**config.mk**
```make
export PLATFORM = sky130hd
export DESIGN_NAME = ppc_cell
export DESIGN_NICKNAME = d
export VERILOG_FILES = /design/src/rtl/ppc_pkg.sv /design/src/rtl/ppc_cell.sv
export SDC_FILE = /design/constraint.sdc
export NUM_CORES = 2
export LEC_CHECK = 0
export BUFFER_PORTS_ARGS = -buffer_cell sky130_fd_sc_hd__buf_2
export CAP_MARGIN = 30
export CORE_MARGIN = 3
export CORE_UTILIZATION = 45
export DETAILED_ROUTE_END_ITERATION = 6
export PLACE_DENSITY = 0.71
export SLEW_MARGIN = 5
export SYNTH_ARGS = -nofsm -noshare
export SYNTH_HDL_FRONTEND = slang
export SYNTH_SLANG_ARGS = --single-unit
```
**constraint.sdc**
```tcl
create_clock -name clk -period 24.6 [get_ports clk]
set_clock_uncertainty 0.2 [all_clocks]
set_input_delay 1.23 -clock clk [delete_from_list [all_inputs] [get_ports clk]]
set_output_delay 1.23 -clock clk [all_outputs]
set_load 0.02 [all_outputs]
```
**src/rtl/ppc_pkg.sv**
```systemverilog
// Shared types and constants for the point-in-polygon crossing unit.
package ppc_pkg;

	localparam int unsigned SLOT_W  = 6;
	localparam int unsigned COUNT_W = 7;

	typedef enum logic {
		OP_WRITE = 1'b0,
		OP_TEST  = 1'b1
	} op_t;

	// Control part of a token moving down the cell chain.
	typedef struct packed {
		logic              valid;
		op_t               op;
		logic [SLOT_W-1:0] slot;
		logic              parity;
	} ctl_t;

endpackage

```
**src/rtl/ppc_cell.sv**
```systemverilog
// One edge cell: holds vertex INDEX and, but for the last cell, a copy of vertex INDEX+1; tests one edge per token.
module ppc_cell #(
	parameter int unsigned COORD_BITS   = 16,
	parameter int unsigned MAX_VERTICES = 64,
	parameter int unsigned INDEX        = 0
) (
	input  logic                                clk,
	input  logic                                arst_n,
	input  logic [$clog2(MAX_VERTICES+1)-1:0]   n_used,
	input  ppc_pkg::ctl_t                       in_ctl,
	input  logic signed [COORD_BITS-1:0]        in_x,
	input  logic signed [COORD_BITS-1:0]        in_y,
	input  logic signed [COORD_BITS-1:0]        in_v0x,
	input  logic signed [COORD_BITS-1:0]        in_v0y,
	output ppc_pkg::ctl_t                       out_ctl,
	output logic signed [COORD_BITS-1:0]        out_x,
	output logic signed [COORD_BITS-1:0]        out_y,
	output logic signed [COORD_BITS-1:0]        out_v0x,
	output logic signed [COORD_BITS-1:0]        out_v0y
);

	localparam int unsigned DW = COORD_BITS + 1;
	localparam int unsigned PW = 2 * DW;

	logic signed [COORD_BITS-1:0] own_x_q, own_y_q;
	logic signed [COORD_BITS-1:0] nxt_x, nxt_y;
	logic signed [COORD_BITS-1:0] v0x_cur, v0y_cur;
	logic signed [COORD_BITS-1:0] vi_x, vi_y;
	logic                         is_last, active, is_write, is_test;
	logic                         straddle, xcond, cand;
	logic signed [DW-1:0]         d_py, d_ex, d_px, d_ey;
	logic signed [PW-1:0]         lhs, rhs;

	ppc_pkg::ctl_t                ctl_s1, ctl_s2;
	logic signed [COORD_BITS-1:0] x_s1, y_s1, v0x_s1, v0y_s1;
	logic signed [COORD_BITS-1:0] x_s2, y_s2, v0x_s2, v0y_s2;
	logic signed [PW-1:0]         lhs_s1, rhs_s1;
	logic                         dypos_s1, cand_s1, left;

	assign is_write = in_ctl.valid && (in_ctl.op == ppc_pkg::OP_WRITE);
	assign is_test  = in_ctl.valid && (in_ctl.op == ppc_pkg::OP_TEST);

	always_ff @(posedge clk) begin
		if (is_write && (32'(in_ctl.slot) == INDEX)) begin
			own_x_q <= in_x;
			own_y_q <= in_y;
		end
	end

	generate
		if (INDEX + 1 < MAX_VERTICES) begin : g_next
			logic signed [COORD_BITS-1:0] nxt_x_q, nxt_y_q;
			// shadow of the neighbor's vertex, updated as the write passes here
			always_ff @(posedge clk) begin
				if (is_write && (32'(in_ctl.slot) == INDEX + 1)) begin
					nxt_x_q <= in_x;
					nxt_y_q <= in_y;
				end
			end
			assign nxt_x = nxt_x_q;
			assign nxt_y = nxt_y_q;
		end else begin : g_tail
			assign nxt_x = v0x_cur;
			assign nxt_y = v0y_cur;
		end
	endgenerate

	// cell 0 stamps vertex 0 onto the token for the closing edge
	assign v0x_cur = (INDEX == 0) ? own_x_q : in_v0x;
	assign v0y_cur = (INDEX == 0) ? own_y_q : in_v0y;

	assign is_last = (32'(n_used) == INDEX + 1);
	assign active  = (32'(n_used) > INDEX);
	assign vi_x    = is_last ? v0x_cur : nxt_x;
	assign vi_y    = is_last ? v0y_cur : nxt_y;

	// edge runs from own vertex (j) to the following one (i)
	always_comb begin
		straddle = ((vi_y < in_y) && (own_y_q >= in_y)) ||
		           ((own_y_q < in_y) && (vi_y >= in_y));
		xcond    = (vi_x <= in_x) || (own_x_q <= in_x);
		cand     = is_test && active && straddle && xcond;
		d_py     = DW'(in_y) - DW'(vi_y);
		d_ex     = DW'(own_x_q) - DW'(vi_x);
		d_px     = DW'(in_x) - DW'(vi_x);
		d_ey     = DW'(own_y_q) - DW'(vi_y);
		lhs      = d_py * d_ex;
		rhs      = d_px * d_ey;
	end

	always_ff @(posedge clk or negedge arst_n) begin
		if (!arst_n) begin
			ctl_s1 <= '0;
		end else begin
			ctl_s1 <= in_ctl;
		end
	end

	always_ff @(posedge clk) begin
		x_s1     <= in_x;
		y_s1     <= in_y;
		v0x_s1   <= v0x_cur;
		v0y_s1   <= v0y_cur;
		lhs_s1   <= lhs;
		rhs_s1   <= rhs;
		dypos_s1 <= (own_y_q > vi_y);
		cand_s1  <= cand;
	end

	assign left = dypos_s1 ? (lhs_s1 < rhs_s1) : (rhs_s1 < lhs_s1);

	always_ff @(posedge clk or negedge arst_n) begin
		if (!arst_n) begin
			ctl_s2 <= '0;
		end else begin
			ctl_s2 <= '{valid:  ctl_s1.valid,
			            op:     ctl_s1.op,
			            slot:   ctl_s1.slot,
			            parity: ctl_s1.parity ^ (cand_s1 && left)};
		end
	end

	always_ff @(posedge clk) begin
		x_s2   <= x_s1;
		y_s2   <= y_s1;
		v0x_s2 <= v0x_s1;
		v0y_s2 <= v0y_s1;
	end

	assign out_ctl = ctl_s2;
	assign out_x   = x_s2;
	assign out_y   = y_s2;
	assign out_v0x = v0x_s2;
	assign out_v0y = v0y_s2;

endmodule

```
==> impl_metrics.tcl <==
set metrics [dict create \
    outcome "finished, final reports clean" \
    synth_cell_types 91 \
    cts_hold_buf 0 \
    max-slew-margin-rel_pct 26.33 \
    cts_buffer_depth 3 \
    top_regs "lhs_s1 x34, rhs_s1 x34" \
    synth_area_um2 33840 \
    ys.flop_type "dfxtp_1" \
    die_h_um 280.2 \
    ctsResizeCount 0 \
    mostFrequentLayoutCell "inv_1" \
    route.detailed.drc 0 \
    timing.rr.end "rhs_s1[33]$_DFF_P_" \
    cp_slowest_cell "nor2_1" \
    ys_warn_count 0 \
    ant_nets 0 \
    gp_congestion 0.9252 \
    antenna_found_initial 0 \
    firstDrtPassIters 7 \
    slowest_delay_ns 0.79 \
    cts_made_buffers 29 \
    end_kind "flop" \
    areaGrowthSynthToFinish_pct 8.871 \
    wirelength_um 85230 \
    finalCritPeriodShare_pct 49.11 \
    fin_tns_setup_ns 0 \
    synth-seq-cells 280 \
    crit_path_start_kind "input pin" \
    async_flop_share_pct 6.429 \
    start_util_pct 45.91 \
    ioPinCount 155 \
    hold_end "out_y[11]$_DFF_P_" \
    core_area_um2 73700 \
    r2r_setup_slack_ns 14.20 \
    path_clk_slew_ns 0.06 \
    setup_viol 0 \
    hold_viol_final 0 \
    worstPathArrival_ns 12.31 \
    r2r_start "own_y_q[0]$_DFFE_PP_" \
    report.final.slew_viol_count 0 \
    period_needed_ns 12.08 \
    r2r_cells 32 \
    rsz0062_at_grt "no" \
    grt_max_degree 46 \
    required_ns 24.83 \
    clock.fmax_mhz 82.78 \
    hp-start "y_s1[11]$_DFF_P_" \
    grt_overflow_total 0 \
    clock-sinks 280 \
    nets 4590 \
    vias 24628 \
    criticalPathCategory "input pin to flop" \
    final_util_pct 49.98 \
    finalNonFillerCells 4614 \
    synth-edff-count 64 \
    drive_gt1_share_pct 8.048 \
    cp_max_fo 45 \
    viasPerCell 5.338 \
    min_path_type "flop to flop" \
    cts_tree "built" \
    maxCapViolations 0 \
    place_inst 4556 \
    syn_area_per_cell_um2 9.640 \
    die_area_um2 78520 \
    clock_latency_ns 0.60 \
    root_buffer "clkbuf_16" \
    htreeDepth 1 \
    ys_seq_area_share_pct 18.73 \
    portBuffers 122 \
    drt_iter0_drc 1576 \
    cp_common_cell "fa_1" \
    synth_nets 4470 \
    std_cell_rows 99 \
    grt_pass1_vias 25497 \
    cts_setup_buffers 0 \
    wire_per_inst_um 18.47 \
    dpl.hpwl_um 69090 \
    die_w_um 280.2 \
    grt_usage_pct 22.30 \
    netlist_instances 3510 \
    worstMarginPinSlew_ns 1.100 \
    holdPathStages 0 \
    grt_pass1_wl_um 137500 \
    layout.cells.most_common_list "inv_1, fa_1, nand2_1" \
]
-- worst max path at each step --
stage,start,slack (ns),to,depth (start not counted)
5_1_grt,n_used[2],12.12,rhs_s1[33]$_DFF_P_,34
4_1_cts,n_used[2],12.70,rhs_s1[33]$_DFF_P_,34
2_1_floorplan,n_used[6],13.16,rhs_s1[31]$_DFF_P_,41
3_5_place_dp,n_used[2],12.18,rhs_s1[33]$_DFF_P_,34
6_report,n_used[2],12.52,rhs_s1[33]$_DFF_P_,34
3_3_place_gp,n_used[2],12.25,rhs_s1[33]$_DFF_P_,34
-- per-layer routing --
metal	wire length (µm)	global-route usage (%)	vias up
met5	0	0	-
met4	3050	7.074	0
met3	5446	2.663	148
met2	40040	36.97	847
met1	36690	30.70	12472
li1	-	-	11161
-- cells by family after synthesis --
| kind of cell | Yosys count | share of synthesized area, % |
|---|---|---|
| AOI/OAI and AO/OA | 372 | 7.540 |
| muxes | 30 | 0.8874 |
| buffers and inverters | 827 | 9.307 |
| DFF | 280 | 18.73 |
| adders and majority gates | 888 | 45.92 |
| xor gates and xnor gates | 146 | 3.956 |
| and+or+nand+nor | 967 | 13.67 |
-- cell usage after synthesis (9+ instances only) --
cell | n | area, µm²
dfxtp_1 | 198 | 3964
xor2_1 | 41 | 359.1
nand2_1 | 357 | 1340
a31oi_1 | 10 | 62.56
nand4_1 | 26 | 162.7
nand3_1 | 34 | 170.2
clkbuf_1 | 73 | 274.0
a211oi_1 | 11 | 82.58
inv_1 | 731 | 2744
o21bai_1 | 11 | 82.58
nand2b_1 | 40 | 250.2
xnor2_1 | 97 | 849.6
a21o_1 | 61 | 457.9
o21a_1 | 22 | 165.2
or3_1 | 14 | 87.58
and2_1 | 97 | 606.8
nor2b_1 | 71 | 444.2
ha_1 | 286 | 3578
fa_1 | 592 | 11850
o211ai_1 | 12 | 90.09
nor3_1 | 35 | 175.2
o31ai_1 | 9 | 67.56
and3_1 | 11 | 68.82
edfxtp_1 | 64 | 1922
a21oi_1 | 97 | 485.5
mux2i_1 | 30 | 300.3
nor2_1 | 229 | 859.6
o21ai_0 | 50 | 250.2
buf_2 | 15 | 75.07
dfrtp_1 | 18 | 450.4
-- cell type report --
type / instances / area, µm²
fill: 6685 / 36860
multi-input combinational: 2403 / 24450
sequential: 280 / 6336
inverter: 731 / 2744
tap: 959 / 1200
timing repair buffer: 185 / 1111
clock buffer: 38 / 820.8
clock inverter: 16 / 175.2
antenna: 2 / 5.005
-- critical path, delay by kind of cell --
kind / cells / cell delay [ns]
muxes: 1 / 0.53
AOI/OAI and AO/OA: 14 / 3.37
xor gates and xnor gates: 1 / 0.14
adders and majority gates: 8 / 3.73
buffers and inverters: 4 / 0.27
and+or+nand+nor: 6 / 3.00
-- per-stage QoR --
stage               hold slack, ns  setup WS (ns)  cell area (µm²)
global placement            0.1099          12.25            35780
CTS                         0.1240          12.70            36810
detailed placement          0.1121          12.18            35820
finish                      0.1223          12.52            36840
global route                0.1296          12.12            36830
floorplan                   0.1096          13.16            33840
Power is not shown: default switching activity piles up to over one toggle a cycle in this logic, so the estimate is an artifact.
